## config.mk

```make
export PLATFORM = sky130hd
export DESIGN_NAME = pulse_presence_debounce_filter_top
export DESIGN_NICKNAME = d
export VERILOG_FILES = /design/src/rtl/ppdf_pkg.sv /design/src/rtl/ppdf_core.sv /design/src/rtl/pulse_presence_debounce_filter_top.sv
export VERILOG_INCLUDE_DIRS = /design/src /design/src/rtl
export SDC_FILE = /design/constraint.sdc
export NUM_CORES = 1
export LEC_CHECK = 0
export BUFFER_PORTS_ARGS = -buffer_cell sky130_fd_sc_hd__buf_2
export CAP_MARGIN = 20
export CORE_ASPECT_RATIO = 1.2
export CORE_MARGIN = 3
export CORE_UTILIZATION = 40
export CTS_CLUSTER_DIAMETER = 30
export CTS_CLUSTER_SIZE = 20
export DETAILED_ROUTE_END_ITERATION = 7
export PLACE_DENSITY = 0.65
export REMOVE_ABC_BUFFERS = 1
export SLEW_MARGIN = 20
export SYNTH_ARGS = -nofsm -noshare
export SYNTH_HDL_FRONTEND = slang
export SYNTH_SLANG_ARGS = --single-unit
```

## constraint.sdc

```tcl
create_clock -name i_clk -period 16.8 [get_ports i_clk]
set_input_delay 0 -clock i_clk [delete_from_list [all_inputs] [get_ports i_clk]]
set_output_delay 0 -clock i_clk [all_outputs]
set_load 0.005 [all_outputs]
```

## src/rtl/pulse_presence_debounce_filter_top_macros.svh

```systemverilog
// assertion macros shared by the rtl files
`ifndef PULSE_PRESENCE_DEBOUNCE_FILTER_TOP_MACROS_SVH
`define PULSE_PRESENCE_DEBOUNCE_FILTER_TOP_MACROS_SVH

`ifndef SYNTHESIS
`define PPDF_ASSERT_SAME(label, clk, rst_n, ante, cons) \
    label: assert property (@(posedge clk) disable iff (!rst_n) (ante) |-> (cons)) \
        else $error("ppdf assertion failed");
`define PPDF_ASSERT_NEXT(label, clk, rst_n, ante, cons) \
    label: assert property (@(posedge clk) disable iff (!rst_n) (ante) |=> (cons)) \
        else $error("ppdf assertion failed");
`else
`define PPDF_ASSERT_SAME(label, clk, rst_n, ante, cons)
`define PPDF_ASSERT_NEXT(label, clk, rst_n, ante, cons)
`endif

`endif

```

## src/rtl/ppdf_pkg.sv

```systemverilog
// types and constants of the pulse presence debounce filter
package ppdf_pkg;

    localparam int TIME_W     = 32;
    localparam int DLY_W      = 16;
    localparam int CFG_ADDR_W = 1;
    localparam int IN_DATA_W  = 40;
    localparam int OUT_DATA_W = 8;

    localparam logic [CFG_ADDR_W-1:0] CFG_OFF_DELAY = 1'b0;
    localparam logic [CFG_ADDR_W-1:0] CFG_DEBOUNCE  = 1'b1;

    typedef struct packed {
        logic [DLY_W-1:0] off_delay_ms;
        logic [DLY_W-1:0] debounce_ms;
    } t_cfg;

    typedef struct packed {
        logic              edge_seen;
        logic              pin_level;
        logic [TIME_W-1:0] now_ms;
    } t_poll;

    typedef struct packed {
        logic changed;
        logic presence;
    } t_res;

endpackage

```

## src/rtl/ppdf_core.sv

```systemverilog
// presence state registers and the per-poll update logic
`include "pulse_presence_debounce_filter_top_macros.svh"

module ppdf_core (
    input  logic           i_clk,
    input  logic           i_rst_n,
    input  logic           i_step,
    input  ppdf_pkg::t_cfg  i_cfg,
    input  ppdf_pkg::t_poll i_poll,
    output ppdf_pkg::t_res  o_res
);
    import ppdf_pkg::*;

    logic [TIME_W-1:0] r_last_active;
    logic              r_req_state;
    logic [TIME_W-1:0] r_req_time;
    logic              r_req_open;
    logic              r_applied;

    logic [TIME_W-1:0] n_last_active;
    logic              n_req_state;
    logic [TIME_W-1:0] n_req_time;
    logic              n_req_open;
    logic              n_applied;
    logic              n_changed;

    logic              active;
    logic [TIME_W-1:0] idle_time;
    logic [TIME_W-1:0] req_age;

    assign active    = i_poll.pin_level | i_poll.edge_seen;
    assign idle_time = i_poll.now_ms - r_last_active;

    always_comb begin
        n_last_active = r_last_active;
        n_req_state   = r_req_state;
        n_req_time    = r_req_time;
        n_req_open    = r_req_open;
        n_applied     = r_applied;
        n_changed     = 1'b0;

        // retrigger on activity, request off after the idle timeout
        if (active) begin
            n_last_active = i_poll.now_ms;
            if (!r_req_state) begin
                n_req_state = 1'b1;
                n_req_time  = i_poll.now_ms;
                n_req_open  = 1'b1;
            end
        end else if (idle_time > {{(TIME_W-DLY_W){1'b0}}, i_cfg.off_delay_ms}) begin
            if (r_req_state) begin
                n_req_state = 1'b0;
                n_req_time  = i_poll.now_ms;
                n_req_open  = 1'b1;
            end
        end

        req_age = i_poll.now_ms - n_req_time;

        // apply a request once it has stood for the debounce time
        if (n_req_open && (req_age >= {{(TIME_W-DLY_W){1'b0}}, i_cfg.debounce_ms})) begin
            if (r_applied != n_req_state) begin
                n_applied = n_req_state;
                n_changed = 1'b1;
            end
            n_req_open = 1'b0;
        end
    end

    always_ff @(posedge i_clk) begin
        if (!i_rst_n) begin
            r_last_active <= '0;
            r_req_state   <= 1'b0;
            r_req_time    <= '0;
            r_req_open    <= 1'b0;
            r_applied     <= 1'b0;
        end else if (i_step) begin
            r_last_active <= n_last_active;
            r_req_state   <= n_req_state;
            r_req_time    <= n_req_time;
            r_req_open    <= n_req_open;
            r_applied     <= n_applied;
        end
    end

    assign o_res.presence = n_applied;
    assign o_res.changed  = n_changed;

    `PPDF_ASSERT_NEXT(a_chg_flips, i_clk, i_rst_n, i_step && o_res.changed, r_applied != $past(r_applied))
    `PPDF_ASSERT_NEXT(a_chg_closes, i_clk, i_rst_n, i_step && o_res.changed, !r_req_open)
    `PPDF_ASSERT_NEXT(a_retrigger, i_clk, i_rst_n, i_step && active, r_last_active == $past(i_poll.now_ms) && r_req_state)
    `PPDF_ASSERT_NEXT(a_hold, i_clk, i_rst_n, !i_step, $stable(r_applied) && $stable(r_req_state) && $stable(r_req_open))
    `PPDF_ASSERT_SAME(a_open_req, i_clk, i_rst_n, r_req_open, r_req_state != r_applied || i_cfg.debounce_ms != '0 || !i_step || n_req_open == 1'b0)

endmodule

```

## src/rtl/pulse_presence_debounce_filter_top.sv

```systemverilog
// top level: stream ports, config registers, input and result registers
// an accepted input beat goes to the input register, then its result to the result register
// throughput: one beat per cycle unless stalled; one update stage around the state registers
// a stalled result register holds a full input register, which then holds the input side
// reset: synchronous active low; clears both valid flags, config registers and state
`include "pulse_presence_debounce_filter_top_macros.svh"

module pulse_presence_debounce_filter_top (
    input  logic                               i_clk,
    input  logic                               i_rst_n,
    input  logic                               i_cfg_we,
    input  logic [ppdf_pkg::CFG_ADDR_W-1:0]    i_cfg_addr,
    input  logic [ppdf_pkg::DLY_W-1:0]         i_cfg_wdata,
    input  logic                               i_s_tvalid,
    output logic                               o_s_tready,
    input  logic [ppdf_pkg::IN_DATA_W-1:0]     i_s_tdata,  // now_ms, pin_level, edge_seen, zero pad
    output logic                               o_m_tvalid,
    input  logic                               i_m_tready,
    output logic [ppdf_pkg::OUT_DATA_W-1:0]    o_m_tdata   // presence, changed, zero pad
);
    import ppdf_pkg::*;

    t_cfg  r_cfg;
    t_poll r_poll;
    logic  r_in_vld;
    t_res  r_res;
    logic  r_out_vld;

    t_res  step_res;
    logic  out_free;
    logic  step;

    assign out_free   = !r_out_vld || i_m_tready;
    assign step       = r_in_vld && out_free;
    assign o_s_tready = !r_in_vld || out_free;

    always_ff @(posedge i_clk) begin
        if (!i_rst_n) begin
            r_cfg <= '0;
        end else if (i_cfg_we) begin
            case (i_cfg_addr)
                CFG_OFF_DELAY: r_cfg.off_delay_ms <= i_cfg_wdata;
                CFG_DEBOUNCE:  r_cfg.debounce_ms  <= i_cfg_wdata;
                default: ;
            endcase
        end
    end

    always_ff @(posedge i_clk) begin
        if (!i_rst_n) begin
            r_in_vld <= 1'b0;
        end else if (o_s_tready) begin
            r_in_vld <= i_s_tvalid;
        end
    end

    always_ff @(posedge i_clk) begin
        if (i_s_tvalid && o_s_tready) begin
            r_poll.now_ms    <= i_s_tdata[TIME_W-1:0];
            r_poll.pin_level <= i_s_tdata[TIME_W];
            r_poll.edge_seen <= i_s_tdata[TIME_W+1];
        end
    end

    ppdf_core u_core (
        .i_clk   (i_clk),
        .i_rst_n (i_rst_n),
        .i_step  (step),
        .i_cfg   (r_cfg),
        .i_poll  (r_poll),
        .o_res   (step_res)
    );

    always_ff @(posedge i_clk) begin
        if (!i_rst_n) begin
            r_out_vld <= 1'b0;
        end else if (out_free) begin
            r_out_vld <= r_in_vld;
        end
    end

    always_ff @(posedge i_clk) begin
        if (step) begin
            r_res <= step_res;
        end
    end

    assign o_m_tvalid = r_out_vld;
    assign o_m_tdata  = {{(OUT_DATA_W-2){1'b0}}, r_res.changed, r_res.presence};

    `PPDF_ASSERT_NEXT(a_step_fills, i_clk, i_rst_n, step, r_out_vld)
    `PPDF_ASSERT_NEXT(a_stall_holds, i_clk, i_rst_n, r_out_vld && !i_m_tready, r_out_vld && $stable(r_res))
    `PPDF_ASSERT_SAME(a_no_step_when_full, i_clk, i_rst_n, r_out_vld && !i_m_tready, !step && (!r_in_vld || !o_s_tready))

endmodule
```

==> out/metrics.csv <==
metric;value;unit
DRC;0;
Initial Util;40.7;%
vias in the first global route;8802;
clk_skew;10.8;ps
actual slew at the worst max-slew pin;1110;ps
Hold WC Path Type;input pin to register;
design area;11800;um^2
CORE AREA;24800;um^2
routed length per instance;16.6;um
Max rail drop VDD;0.0533;mV
Syn. warnings;0;
Util after Layout;47.4;%
Unique masters post-synth;84;
drt pass-1 iters;6;
Post-CTS Resized;0;
fraction of registers with async set/reset;0;%
Layout Nets;1498;
setup TNS after final layout;0;ps
global-route wire length before repair;45100;um
Syn Area/Cell;8.00;um^2
FF+latch count, synth;137;
crit path max-delay cell type;a2111oi_2;
number of synthesized flops with an enable pin;36;
WP data arrival;11110;ps
dpl hpwl;20200;um
Max Cap Viol;0;
# setup viols final;0;
Int Power;0.726;mW
Reg2Reg Depth;45;
status;finished clean;
area added between synthesis and finish;16.4;%
Fin. Hold Viols;0;
Max Clk Rate;0.0916;GHz
layout cells sized above 1;9.96;%
Worst Path Max Fanout;9;
R2R Path End;o_m_tdata[0];
Clk pwr share;35.9;%
Power Density;92.1;nW/um^2
Die Area;27200;um^2
row count;63;
Slew Limit Fails;0;
Crit path largest cell delay;620;ps
CTS Buf Count;17;
Die Y;180;um
largest net degree at the start of global routing;98;
Leakage;4.51;nW
ys flop type;dfxtp_1;
GRT Resource Usage Total;20.5;%
clock latency at the later pin of the worst-skew pair;440;ps
RSZ-0062 raised after global routing;false;
register area share after synthesis;30.7;%
clock buffer depth;2;
CTS tree;built;
worst r2r src;r_poll[4];
WS Path Type;register to register;
Startpoint Class;register;
clk slew on worst S/H paths;60;ps
Die Span X;151;um
CP required;16990;ps
Critical Path Start;r_poll[4];
initial antenna violation count;1;
antenna diode count;0;
Syn Std Cell Area;10100;um^2
fin crit share;65.0;%
Comb pwr share;29.7;%
PortBufs;59;
total congestion overflow;0;
Net Sw Frac;33.0;%
max_slew headroom;26.1;%
Root Buffer;clkbuf_16;
H-Tree Level Count;4;
final WL;28000;um
clock sinks;137;
GP Congestion;0.932;
Critical path destination;o_m_tdata[0];
via count;9338;
number of standard cells after synthesis;1264;
CP Capture Type;register;
Detailed Route Iter0 Violations;700;
remaining antenna violation count;0;
sequential power share;34.5;%
R2R setup slack;5880;ps
Sw Pwr;0.358;mW
I/O pins;72;
Via density;5.56;
Min Clock Period, post-route;10920;ps
Placed Instance Area;10600;um^2
## area by class of cell
cell class | count | area (um^2)
tap | 325 | 407
multi-input combinational | 982 | 6430
inverter | 87 | 327
sequential | 137 | 3100
fill | 2413 | 13100
timing repair buffer | 118 | 896
clock buffer | 18 | 429
clock inverter | 14 | 173
## sequential cells by signal, indices dropped and copies added, names as in the netlist
signal                cells
r_cfg                    32
o_m_tdata                 2
u_core.r_req_state        1
r_poll                   34
o_m_tvalid                1
u_core.r_last_active     32
u_core.r_req_open         1
u_core.r_applied          1
r_in_vld                  1
u_core.r_req_time        32
## placed cells by master (no fill, tap or decap), drive strengths merged, types with 12 or more instances in the layout
cell type,synthesis,routed
nand2,201,201
a21oi,148,148
dfxtp,101,101
ha,91,91
inv,87,89
nor2,86,86
buf,23,63
dlygate4sd3,0,55
o21ai,52,52
edfxtp,36,36
a211oi,33,33
mux2i,33,33
xnor2,27,27
a21o,25,25
nand2b,20,20
nor3,19,19
nand4,19,19
clkbuf,40,18
nand3,16,16
o211ai,15,15
xor2,14,14
nor2b,13,13
o21bai,13,13
a31oi,12,12
## critical path, delay by kind of cell (launching register included)
family	cells	cell delay, ps
compound gates	22	5210
xor+xnor	2	490
fa+ha+maj	5	1500
flops	1	520
mux	1	300
simple gates	15	2640
## per-stage QoR
stage / cells / total power, mW / hold slack, ps / setup WS [ps]
floorplan: 1206 / 0.608 / 98.9 / 5560
CTS: 1681 / 1.09 / 77.8 / 5930
global placement: 1593 / 0.680 / 177 / 6150
detailed placement: 1594 / 0.687 / 178 / 6020
global route: 1681 / 1.15 / 133 / 5340
finish: 1681 / 1.08 / 110 / 5880
## power by group through the flow
stage	combinational, mW	clock (mW)	sequential (mW)
finish	0.321	0.389	0.374
global placement	0.301	0	0.380
floorplan	0.233	0	0.375
CTS	0.319	0.394	0.373
global route	0.360	0.411	0.376
detailed placement	0.307	0	0.380
## metal layers
metal  vias up  global-route usage, %  wire length (um)
met5         -                      0                 9
met4         2                   6.13               560
met3        46                   3.67              1130
met2       245                   35.5             14000
met1      4378                   25.9             12200
li1       4667                      -                 -
## kinds of logic (layout without fill, tap and decap cells)
family          count (synthesis)  after routing  synth area share, %
simple gates                  433            433                 19.9
compound gates                367            367                 23.9
buf+inv                       150            237                 6.04
flops                         137            137                 30.7
fa+ha+maj                      96             96                 12.0
xor+xnor                       41             41                 3.55
mux                            39             39                 4.01
other cells                     1              6               0.0371
## how the worst min path moves through the flow
| stage | from | endpoint | slack, ps | depth (start not counted) |
|---|---|---|---|---|
| after detailed placement | i_s_tdata[6] | r_poll[6] | 180 | 1 |
| after floorplan | i_s_tdata[0] | r_poll[0] | 100 | 0 |
| final | i_cfg_addr | r_cfg[16] | 110 | 4 |
| after CTS | i_cfg_addr | r_cfg[18] | 80 | 4 |
| after global routing | i_cfg_addr | r_cfg[16] | 130 | 4 |
| after global placement | i_s_tdata[2] | r_poll[2] | 180 | 1 |
## synth_stat cells, drive strengths merged (9+ instances only)
master | number | area [um^2]
xor2 | 14 | 123
xnor2 | 27 | 236
a21o | 25 | 188
a31oi | 12 | 75.1
nand2 | 201 | 759
o21a | 9 | 67.6
nand3 | 16 | 80.1
a21oi | 148 | 767
edfxtp | 36 | 1080
dfxtp | 101 | 2020
nor4 | 11 | 83.8
buf | 23 | 131
o21bai | 13 | 97.6
a211oi | 33 | 248
nor3 | 19 | 95.1
a2111oi | 9 | 111
inv | 87 | 327
nor2b | 13 | 81.3
and2 | 9 | 58.8
o211ai | 15 | 113
mux2i | 33 | 330
nand2b | 20 | 125
o21ai | 52 | 268
clkbuf | 40 | 153
nand4 | 19 | 125
ha | 91 | 1140
nor2 | 86 | 323
## timing repair
item | in CTS | in global routing
setup buffers | 0 | 0
hold buffers | 55 | 0
endpoints found under the hold margin | 70 | 0
(Power assumes the default switching activity.)
